File: src/hdl/um32_pkg.sv
// ----------------------------------------------------------------------------
// UM-32 execute core package
// Shared types, command codes and decode constants.
// ----------------------------------------------------------------------------
package um32_pkg;

	localparam int unsigned RegCount = 8;
	localparam int unsigned RegIdxW = 3;
	localparam int unsigned QueueDepthDefault = 2;

	localparam logic [3:0] CMD_NONE = 4'd0;
	localparam logic [3:0] CMD_LOAD = 4'd1;
	localparam logic [3:0] CMD_STORE = 4'd2;
	localparam logic [3:0] CMD_ALLOC = 4'd3;
	localparam logic [3:0] CMD_FREE = 4'd4;
	localparam logic [3:0] CMD_OUTPUT = 4'd5;
	localparam logic [3:0] CMD_INPUT = 4'd6;
	localparam logic [3:0] CMD_LOADPROG = 4'd7;
	localparam logic [3:0] CMD_HALT = 4'd8;
	localparam logic [3:0] CMD_FAULT = 4'd9;

	localparam logic [3:0] OP_CMOV = 4'd0;
	localparam logic [3:0] OP_INDEX = 4'd1;
	localparam logic [3:0] OP_AMEND = 4'd2;
	localparam logic [3:0] OP_ADD = 4'd3;
	localparam logic [3:0] OP_MUL = 4'd4;
	localparam logic [3:0] OP_DIV = 4'd5;
	localparam logic [3:0] OP_NAND = 4'd6;
	localparam logic [3:0] OP_HALT = 4'd7;
	localparam logic [3:0] OP_ALLOC = 4'd8;
	localparam logic [3:0] OP_FREE = 4'd9;
	localparam logic [3:0] OP_OUTPUT = 4'd10;
	localparam logic [3:0] OP_INPUT = 4'd11;
	localparam logic [3:0] OP_LOADPROG = 4'd12;
	localparam logic [3:0] OP_ORTHO = 4'd13;

	localparam logic [7:0] EOF_CHAR = 8'hFF;

	typedef struct packed {
		logic is_reply;
		logic [3:0] op;
		logic [RegIdxW-1:0] ra;
		logic [RegIdxW-1:0] rb;
		logic [RegIdxW-1:0] rc;
		logic [24:0] imm;
		logic [31:0] data;
	} um32_decoded_t;

	typedef enum logic [1:0] {
		EX_IDLE,
		EX_MUL,
		EX_DIV,
		EX_DONE
	} um32_ex_state_t;

	typedef struct packed {
		logic [3:0] command;
		logic [31:0] array_id;
		logic [31:0] offset;
		logic [31:0] value;
		logic [31:0] next_pc;
	} um32_result_t;

endpackage

File: src/hdl/um32_front.sv
// ----------------------------------------------------------------------------
// UM-32 front end
// Accepts input words, splits instruction fields and queues them.
// ----------------------------------------------------------------------------
module um32_front import um32_pkg::*; #(
	parameter int unsigned QueueDepth = QueueDepthDefault
) (
	input logic clk,
	input logic arst_n,
	input logic push,
	output logic full,
	input logic mode,
	input logic [31:0] instruction,
	input logic [31:0] reply_data,
	input logic reply_eof,
	output logic dq_valid,
	input logic dq_take,
	output um32_decoded_t dq_item
);

	localparam int unsigned PtrW = (QueueDepth > 1) ? $clog2(QueueDepth) : 1;

	um32_decoded_t mem_q [QueueDepth];
	logic [PtrW-1:0] wr_q, rd_q;
	logic [PtrW:0] cnt_q;
	um32_decoded_t dec;
	logic do_push, do_pop;

	always_comb begin
		dec.is_reply = mode;
		dec.op = instruction[31:28];
		dec.ra = (dec.op == OP_ORTHO) ? instruction[27:25] : instruction[8:6];
		dec.rb = instruction[5:3];
		dec.rc = instruction[2:0];
		dec.imm = instruction[24:0];
		dec.data = reply_eof ? {24'd0, EOF_CHAR} : reply_data;
	end

	assign full = (cnt_q == (PtrW+1)'(QueueDepth));
	assign do_push = push && !full;
	assign dq_valid = (cnt_q != '0);
	assign do_pop = dq_take && dq_valid;
	assign dq_item = mem_q[rd_q];

	always_ff @(posedge clk) begin
		if (do_push) begin
			mem_q[wr_q] <= dec;
		end
	end

	always_ff @(posedge clk or negedge arst_n) begin
		if (!arst_n) begin
			wr_q <= '0;
			rd_q <= '0;
			cnt_q <= '0;
		end else begin
			if (do_push) begin
				wr_q <= (wr_q == PtrW'(QueueDepth - 1)) ? '0 : wr_q + 1'b1;
			end
			if (do_pop) begin
				rd_q <= (rd_q == PtrW'(QueueDepth - 1)) ? '0 : rd_q + 1'b1;
			end
			cnt_q <= cnt_q + (PtrW+1)'(do_push) - (PtrW+1)'(do_pop);
		end
	end

endmodule

File: src/hdl/um32_divider.sv
// ----------------------------------------------------------------------------
// UM-32 divider
// Unsigned 32-bit restoring divider, one quotient bit per cycle.
// ----------------------------------------------------------------------------
module um32_divider import um32_pkg::*; (
	input logic clk,
	input logic arst_n,
	input logic start,
	input logic [31:0] dividend,
	input logic [31:0] divisor,
	output logic done,
	output logic [31:0] quotient
);

	logic [31:0] quo_q, dvs_q;
	logic [32:0] rem_q;
	logic [5:0] cnt_q;
	logic busy_q;
	logic [32:0] shifted, diff;

	assign shifted = {rem_q[31:0], quo_q[31]};
	assign diff = shifted - {1'b0, dvs_q};
	assign done = busy_q && (cnt_q == 6'd0);
	assign quotient = quo_q;

	always_ff @(posedge clk or negedge arst_n) begin
		if (!arst_n) begin
			busy_q <= 1'b0;
			cnt_q <= '0;
		end else if (start) begin
			busy_q <= 1'b1;
			cnt_q <= 6'd32;
		end else if (busy_q) begin
			if (cnt_q == 6'd0) begin
				busy_q <= 1'b0;
			end else begin
				cnt_q <= cnt_q - 6'd1;
			end
		end
	end

	always_ff @(posedge clk) begin
		if (start) begin
			quo_q <= dividend;
			dvs_q <= divisor;
			rem_q <= '0;
		end else if (busy_q && cnt_q != 6'd0) begin
			if (!diff[32]) begin
				rem_q <= diff;
				quo_q <= {quo_q[30:0], 1'b1};
			end else begin
				rem_q <= shifted;
				quo_q <= {quo_q[30:0], 1'b0};
			end
		end
	end

endmodule

File: src/hdl/um32_back.sv
// ----------------------------------------------------------------------------
// UM-32 back end
// Register file, program counter and execution sequencer with result queue.
// ----------------------------------------------------------------------------
module um32_back import um32_pkg::*; (
	input logic clk,
	input logic arst_n,
	input logic dq_valid,
	output logic dq_take,
	input um32_decoded_t dq_item,
	output logic empty,
	input logic pop,
	output um32_result_t res
);

	logic [31:0] regs_q [RegCount];
	logic [31:0] pc_q;
	logic [RegIdxW-1:0] pend_q;
	logic await_q, stop_q;
	um32_ex_state_t state_q, state_d;
	um32_decoded_t cur_q;
	logic [31:0] prod_q;
	logic [31:0] rb_val, rc_val, ra_val;
	logic res_valid_q;
	um32_result_t res_q, res_d;
	logic out_free, issue, div_start, div_done;
	logic [31:0] div_quo;
	logic wr_en;
	logic [RegIdxW-1:0] wr_idx;
	logic [31:0] wr_data;
	logic [31:0] pc_d;
	logic [RegIdxW-1:0] pend_d;
	logic await_d, stop_d, res_load;
	logic div_kick_q;

	assign ra_val = regs_q[dq_item.ra];
	assign rb_val = regs_q[dq_item.rb];
	assign rc_val = regs_q[dq_item.rc];
	assign out_free = !res_valid_q || pop;
	assign empty = !res_valid_q;
	assign res = res_q;

	um32_divider u_div (
		.clk(clk), .arst_n(arst_n), .start(div_start),
		.dividend(regs_q[cur_q.rb]), .divisor(regs_q[cur_q.rc]),
		.done(div_done), .quotient(div_quo)
	);

	always_comb begin
		state_d = state_q;
		dq_take = 1'b0;
		issue = 1'b0;
		div_start = div_kick_q;
		wr_en = 1'b0;
		wr_idx = dq_item.ra;
		wr_data = '0;
		pc_d = pc_q;
		pend_d = pend_q;
		await_d = await_q;
		stop_d = stop_q;
		res_load = 1'b0;
		res_d = '{CMD_NONE, 32'd0, 32'd0, 32'd0, pc_q};
		case (state_q)
			EX_IDLE: begin
				if (dq_valid && out_free) begin
					issue = 1'b1;
					if (stop_q) begin
						dq_take = 1'b1;
						res_load = 1'b1;
					end else if (dq_item.is_reply) begin
						dq_take = 1'b1;
						res_load = 1'b1;
						if (await_q) begin
							wr_en = 1'b1;
							wr_idx = pend_q;
							wr_data = dq_item.data;
							await_d = 1'b0;
						end
					end else if (await_q) begin
						dq_take = 1'b1;
						res_load = 1'b1;
					end else begin
						dq_take = 1'b1;
						pc_d = pc_q + 32'd1;
						res_d.next_pc = pc_q + 32'd1;
						res_load = 1'b1;
						case (dq_item.op)
							OP_CMOV: begin
								wr_en = (rc_val != 32'd0);
								wr_data = rb_val;
							end
							OP_INDEX: begin
								pend_d = dq_item.ra;
								await_d = 1'b1;
								res_d.command = CMD_LOAD;
								res_d.array_id = rb_val;
								res_d.offset = rc_val;
							end
							OP_AMEND: begin
								res_d.command = CMD_STORE;
								res_d.array_id = ra_val;
								res_d.offset = rb_val;
								res_d.value = rc_val;
							end
							OP_ADD: begin
								wr_en = 1'b1;
								wr_data = rb_val + rc_val;
							end
							OP_MUL: begin
								res_load = 1'b0;
								state_d = EX_MUL;
							end
							OP_DIV: begin
								if (rc_val == 32'd0) begin
									pc_d = pc_q;
									stop_d = 1'b1;
									res_d.command = CMD_FAULT;
									res_d.next_pc = pc_q;
								end else begin
									res_load = 1'b0;
									state_d = EX_DIV;
								end
							end
							OP_NAND: begin
								wr_en = 1'b1;
								wr_data = ~(rb_val & rc_val);
							end
							OP_HALT: begin
								pc_d = pc_q;
								stop_d = 1'b1;
								res_d.command = CMD_HALT;
								res_d.next_pc = pc_q;
							end
							OP_ALLOC: begin
								pend_d = dq_item.rb;
								await_d = 1'b1;
								res_d.command = CMD_ALLOC;
								res_d.offset = rc_val;
							end
							OP_FREE: begin
								res_d.command = CMD_FREE;
								res_d.array_id = rc_val;
							end
							OP_OUTPUT: begin
								res_d.command = CMD_OUTPUT;
								res_d.value = {24'd0, rc_val[7:0]};
							end
							OP_INPUT: begin
								pend_d = dq_item.rc;
								await_d = 1'b1;
								res_d.command = CMD_INPUT;
							end
							OP_LOADPROG: begin
								pc_d = rc_val;
								res_d.command = CMD_LOADPROG;
								res_d.array_id = rb_val;
								res_d.next_pc = rc_val;
							end
							OP_ORTHO: begin
								wr_en = 1'b1;
								wr_data = {7'd0, dq_item.imm};
							end
							default: begin
								pc_d = pc_q;
								stop_d = 1'b1;
								res_d.command = CMD_FAULT;
								res_d.next_pc = pc_q;
							end
						endcase
					end
				end
			end
			EX_MUL: begin
				wr_en = 1'b1;
				wr_idx = cur_q.ra;
				wr_data = prod_q;
				state_d = EX_DONE;
			end
			EX_DIV: begin
				if (div_done) begin
					wr_en = 1'b1;
					wr_idx = cur_q.ra;
					wr_data = div_quo;
					state_d = EX_DONE;
				end
			end
			EX_DONE: begin
				if (out_free) begin
					res_load = 1'b1;
					state_d = EX_IDLE;
				end
			end
			default: begin
				state_d = EX_IDLE;
			end
		endcase
	end

	always_ff @(posedge clk or negedge arst_n) begin
		if (!arst_n) begin
			state_q <= EX_IDLE;
			pc_q <= '0;
			pend_q <= '0;
			await_q <= 1'b0;
			stop_q <= 1'b0;
			res_valid_q <= 1'b0;
			div_kick_q <= 1'b0;
			for (int i = 0; i < RegCount; i++) begin
				regs_q[i] <= '0;
			end
		end else begin
			state_q <= state_d;
			pc_q <= pc_d;
			pend_q <= pend_d;
			await_q <= await_d;
			stop_q <= stop_d;
			div_kick_q <= issue && dq_take && (state_d == EX_DIV);
			if (wr_en) begin
				regs_q[wr_idx] <= wr_data;
			end
			if (res_load) begin
				res_valid_q <= 1'b1;
			end else if (pop) begin
				res_valid_q <= 1'b0;
			end
		end
	end

	always_ff @(posedge clk) begin
		if (issue && dq_take) begin
			cur_q <= dq_item;
			prod_q <= rb_val * rc_val;
		end
		if (res_load) begin
			res_q <= res_d;
		end
	end

endmodule

File: src/hdl/um32_instruction_execute.sv
// ----------------------------------------------------------------------------
// UM-32 instruction execute core
// Executes universal machine instructions; array store and I/O work is issued
// as command words and their replies come back as input words.
//
// Input channel: push/full queue. Each word is an instruction (mode 0) or a
// reply (mode 1). Result channel: empty/pop queue, one result word per input.
// The front end queues QueueDepth (default two) decoded words, so input is
// taken while the back end works or while a result waits to be popped.
// Most operators load the result directly; multiply adds a registered
// product and EX_MUL, divide adds EX_DIV with a one-bit-per-cycle divider,
// and both end in EX_DONE. A halt or fault stops the machine; later words
// produce empty results. Reset clears registers, program counter and queues.
// If the receiver stalls, the result register holds and the back end waits.
// ----------------------------------------------------------------------------
module um32_instruction_execute import um32_pkg::*; #(
	parameter int unsigned QueueDepth = QueueDepthDefault
) (
	input logic clk,
	input logic arst_n,
	input logic push,
	output logic full,
	input logic mode,
	input logic [31:0] instruction,
	input logic [31:0] reply_data,
	input logic reply_eof,
	output logic empty,
	input logic pop,
	output logic [3:0] command,
	output logic [31:0] array_id,
	output logic [31:0] offset,
	output logic [31:0] value,
	output logic [31:0] next_pc
);

	logic dq_valid, dq_take;
	um32_decoded_t dq_item;
	um32_result_t res;

	um32_front #(.QueueDepth(QueueDepth)) u_front (
		.clk(clk), .arst_n(arst_n), .push(push), .full(full), .mode(mode),
		.instruction(instruction), .reply_data(reply_data),
		.reply_eof(reply_eof), .dq_valid(dq_valid), .dq_take(dq_take),
		.dq_item(dq_item)
	);

	um32_back u_back (
		.clk(clk), .arst_n(arst_n), .dq_valid(dq_valid), .dq_take(dq_take),
		.dq_item(dq_item), .empty(empty), .pop(pop), .res(res)
	);

	assign command = res.command;
	assign array_id = res.array_id;
	assign offset = res.offset;
	assign value = res.value;
	assign next_pc = res.next_pc;

	a_cmd_range: assert property (@(posedge clk) disable iff (!arst_n)
		!empty |-> (command <= CMD_FAULT)) else $error("command out of range");
	a_result_holds: assert property (@(posedge clk) disable iff (!arst_n)
		(!empty && !pop) |=> (!empty && $stable(next_pc) && $stable(command)))
		else $error("result changed while stalled");
	a_halt_pc: assert property (@(posedge clk) disable iff (!arst_n)
		(!empty && command == CMD_HALT) |-> (array_id == 32'd0))
		else $error("halt carries array");

endmodule
File: config.mk
export PLATFORM = sky130hd
export DESIGN_NAME = um32_instruction_execute
export DESIGN_NICKNAME = d
export VERILOG_FILES = /design/src/hdl/um32_pkg.sv /design/src/hdl/um32_front.sv /design/src/hdl/um32_divider.sv /design/src/hdl/um32_back.sv /design/src/hdl/um32_instruction_execute.sv
export SDC_FILE = /design/constraint.sdc
export NUM_CORES = 2
export LEC_CHECK = 0
export ABC_AREA = 0
export BUFFER_PORTS_ARGS = -buffer_cell sky130_fd_sc_hd__buf_2
export CAP_MARGIN = 20
export CORE_MARGIN = 5
export CORE_UTILIZATION = 50
export CTS_CLUSTER_DIAMETER = 100
export CTS_CLUSTER_SIZE = 24
export DETAILED_ROUTE_END_ITERATION = 10
export PLACE_DENSITY = 0.68
export SLEW_MARGIN = 20
export SYNTH_ARGS = -nofsm -noshare
export SYNTH_HDL_FRONTEND = slang
export SYNTH_SLANG_ARGS = --single-unit
File: constraint.sdc
create_clock -name clk -period 10.5 [get_ports clk]
set_input_delay 1.575 -clock clk [delete_from_list [all_inputs] [get_ports clk]]
set_output_delay 1.575 -clock clk [all_outputs]
set_load 0.02 [all_outputs]
==> results.txt <==
initial antenna violation count = 12
Vias/cell = 6.62
CTS buffer count = 40
post-synth cell types = 86
run status = finished, final reports clean
Synth top cells by count = 642 x nor2_1, 596 x nand2_1, 501 x inv_1
starting DRC count in detailed routing = 7,391
max cap viols = 0
DIE HEIGHT = 349 um
H-tree depth = 2
worst min-delay path category = flop to flop
Clock transition at path regs = 100 ps
Die W = 349 um
CP max FO = 44
Fin. Hold Viols = 0
count leader, synth = nor2_1
dominant synthesized flop cell = edfxtp_1
RD Place Congestion = 1.06
final setup TNS = 0 ps
post-layout util = 54.6%
Clock Path Buffers = 3
gr usage total = 36.1%
synth warn = 0
flop-to-flop setup slack = 610 ps
Top-Level Pins = 204
critical path capture point type = flop
main combinational cell family by area after synthesis = multiplexers
Worst R2R Path Depth = 27
vias in the first global route = 46,000
RSZ-0062 raised after global routing = false
Slew @ Worst Pin = 1400 ps
later-pin clock latency in the skew report = 680 ps
final wirelength = 223 mm
final count of negative-setup-slack endpoints = 0
number of hold buffers added after CTS = 0
mux cell area share after synthesis = 19.1%
worst clock skew = 46.5 ps
DR vias = 46,900
CTS Sinks = 707
CTS tree = yes
final net count = 6,206
minimum clock period = 9890 ps
Cell Pwr Density = 296 nW/um^2
xor/xnor share of the synthesized area = 2.35%
share of layout cells above drive strength 1 = 16.7%
Leakage = 26.6 nW
Synth Area in Simple Gates = 11.6%
Hold Slack = 499 ps
critical path arrival = 10,290 ps
largest net degree at the start of global routing = 140
Critical R2R Capture = u_back.prod_q[31]
Compound-Gate Fraction of Synth Area = 8.81%
fin. max-slew vios = 0
Initial Util = 50.3%
fmax = 101 MHz
crit path kind = flop to flop
reg-to-reg startpoint = u_front.rd_q
Post-DP HPWL = 164 mm
asr flop ratio synth = 43.6%
Final period util = 94.2%
CP required = 10,900 ps
top cell type's share of synthesized area = 19.2%
Syn Nets = 6,112
# rows = 124
CP Launch Point = u_front.rd_q
Post-Syn Instances = 5,437
Mapped Area = 57,400 sq um
end of the critical path = u_back.prod_q[31]
clock root buffer master = clkbuf_16
Synth Area in Adders = 18.6%
Post-CTS Resized = 0
area leader, netlist = edfxtp_1
DR pass1 iterations = 9
Avg Cell Area, Syn = 10.6 sq um
Post-Place Cells = 6,999
first-pass GRT wire length = 322 mm
VDD IR max = 0.193 mV
Worst setup SP type = flop
Die Footprint = 122,000 sq um
Port-buffer cells = 203
Non-Filler Instances = 7,082
Seq/Total Area, Yosys = 33.7%
Wirelength per Cell = 31.5 um
total grt overflow = 0
antenna-violating nets left = 0
largest cells by area after synthesis = edfxtp_1 19%, fa_1 14%, dfrtp_1 13%
Post-CTS Setup Bufs = 0
worst relative slew slack = 3.71%
CORE AREA = 114,000 sq um
residual DRC count = 0
area delta synth->final = 8.61%
Post-synth EDFFs = 367
synthesized flop and latch total = 707
-- layout make-up --
class / instances / area (sq um)
antenna: 9 / 22.5
clock buffer: 61 / 1150
clock inverter: 11 / 198
fill: 10000 / 51800
inverter: 513 / 1930
multi-input combinational: 3860 / 35200
sequential: 707 / 19400
tap: 1512 / 1890
timing repair buffer: 409 / 2650
-- registers in the layout, summed over array words and instances, names as in the netlist, 2 cells and up --
name / cells
u_back.u_div.cnt_q: 6
u_back.u_div.quotient: 32
u_back.pc_q: 32
u_back.pend_q: 3
u_back.cur_q: 9
u_front.mem_q: 130
u_back.u_div.dvs_q: 32
u_back.regs_q: 256
u_back.state_q: 2
u_front.cnt_q: 2
u_back.res: 132
u_back.prod_q: 32
u_back.u_div.rem_q: 32
-- metal layers --
metal  share of wire, %  vias to the layer above  GRT usage, %
met5              0.025                        -         0.196
met3                 15                      836          14.1
li1                   -                    19200             -
met1                 36                    23300          46.4
met4                7.8                        8          22.5
met2                 41                     3492          51.3
-- cell usage in the layout (no fill, tap or decap), types with 17 or more instances in the layout --
cell type	netlist	routed
a21o_1	43	43
clkbuf_1	253	17
o21ai_0	106	105
xnor2_1	113	112
xor2_1	41	41
ha_1	195	195
inv_1	501	496
nor3_1	25	21
edfxtp_1	367	367
o221ai_1	54	54
mux2i_2	0	19
nor2_1	642	632
a21oi_1	178	177
dfxtp_1	32	32
a211oi_1	32	32
and3_1	58	57
a222oi_1	29	29
nand3_1	111	110
a31oi_1	80	79
o22ai_1	77	76
nand2b_1	26	25
mux2i_4	3	22
nor2b_1	40	39
buf_2	43	203
mux2_1	201	201
dfrtp_1	308	306
fa_1	410	410
mux2i_1	205	167
a311oi_1	35	35
and2_1	18	18
nand2_1	596	594
clkbuf_16	0	43
buf_4	6	198
mux2_2	120	120
mux4_2	226	226
-- cell families (layout without fill, tap and decap cells) --
kind of cell             after synthesis  count (layout)
buffers and inverters                870             994
other                                  0               9
adder cells (fa/ha/maj)              607             607
multiplexers                         764             764
flip-flops                           707             707
AO/OA/AOI/OAI                        755             755
AND/OR/NAND/NOR                     1580            1580
XOR/XNOR                             154             154
-- how the worst min path moves through the flow --
| stage | depth (start not counted) | slack, ps | startpoint | end |
|---|---|---|---|---|
| floorplan | 2 | 450 | u_back.pend_q[0] | u_back.pend_q[0] |
| global placement | 2 | 470 | u_back.u_div.rem_q[13] | u_back.u_div.rem_q[13] |
| detailed placement | 2 | 480 | u_back.u_div.rem_q[10] | u_back.u_div.rem_q[10] |
| CTS | 2 | 500 | u_back.u_div.rem_q[10] | u_back.u_div.rem_q[10] |
| global route | 2 | 520 | u_back.u_div.rem_q[13] | u_back.u_div.rem_q[13] |
| finish | 2 | 500 | u_back.u_div.rem_q[10] | u_back.u_div.rem_q[10] |
-- critical path, stage by stage (launching register included) --
cell      delay [ps]
dfrtp_4          640
mux2i_4          310
buf_12           350
mux4_2           550
nand2_1           70
and2_1           550
inv_1            140
ha_1             330
fa_1             430
fa_1             470
fa_1             560
inv_1             50
fa_1             470
inv_1             50
fa_1             490
ha_1             300
fa_1             520
fa_1             430
ha_1             360
a21o_1           210
a21oi_1          170
or4b_2           610
a31oi_1          360
nor2_1           120
o21a_1           220
or4_1            440
a311oi_1         290
xnor2_1          110
-- where the power goes --
part	switching (mW)	leakage [nW]	total (mW)	internal [mW]
Sequential	0.886	7.93	4.99	4.10
Clock	1.03	0.639	1.86	0.824
Combinational	7.72	18.1	11.7	3.93
Total	9.64	26.6	18.5	8.86
-- through the flow --
step / instance area [sq um] / power [mW] / setup slack, ps
floorplan: 57400 / 11.7 / 942
global placement: 61000 / 16.0 / 923
detailed placement: 61000 / 16.2 / 771
CTS: 62300 / 18.1 / 764
global route: 62400 / 19.1 / 312
finish: 62400 / 18.5 / 607
Power figures use the tool's default switching activity.
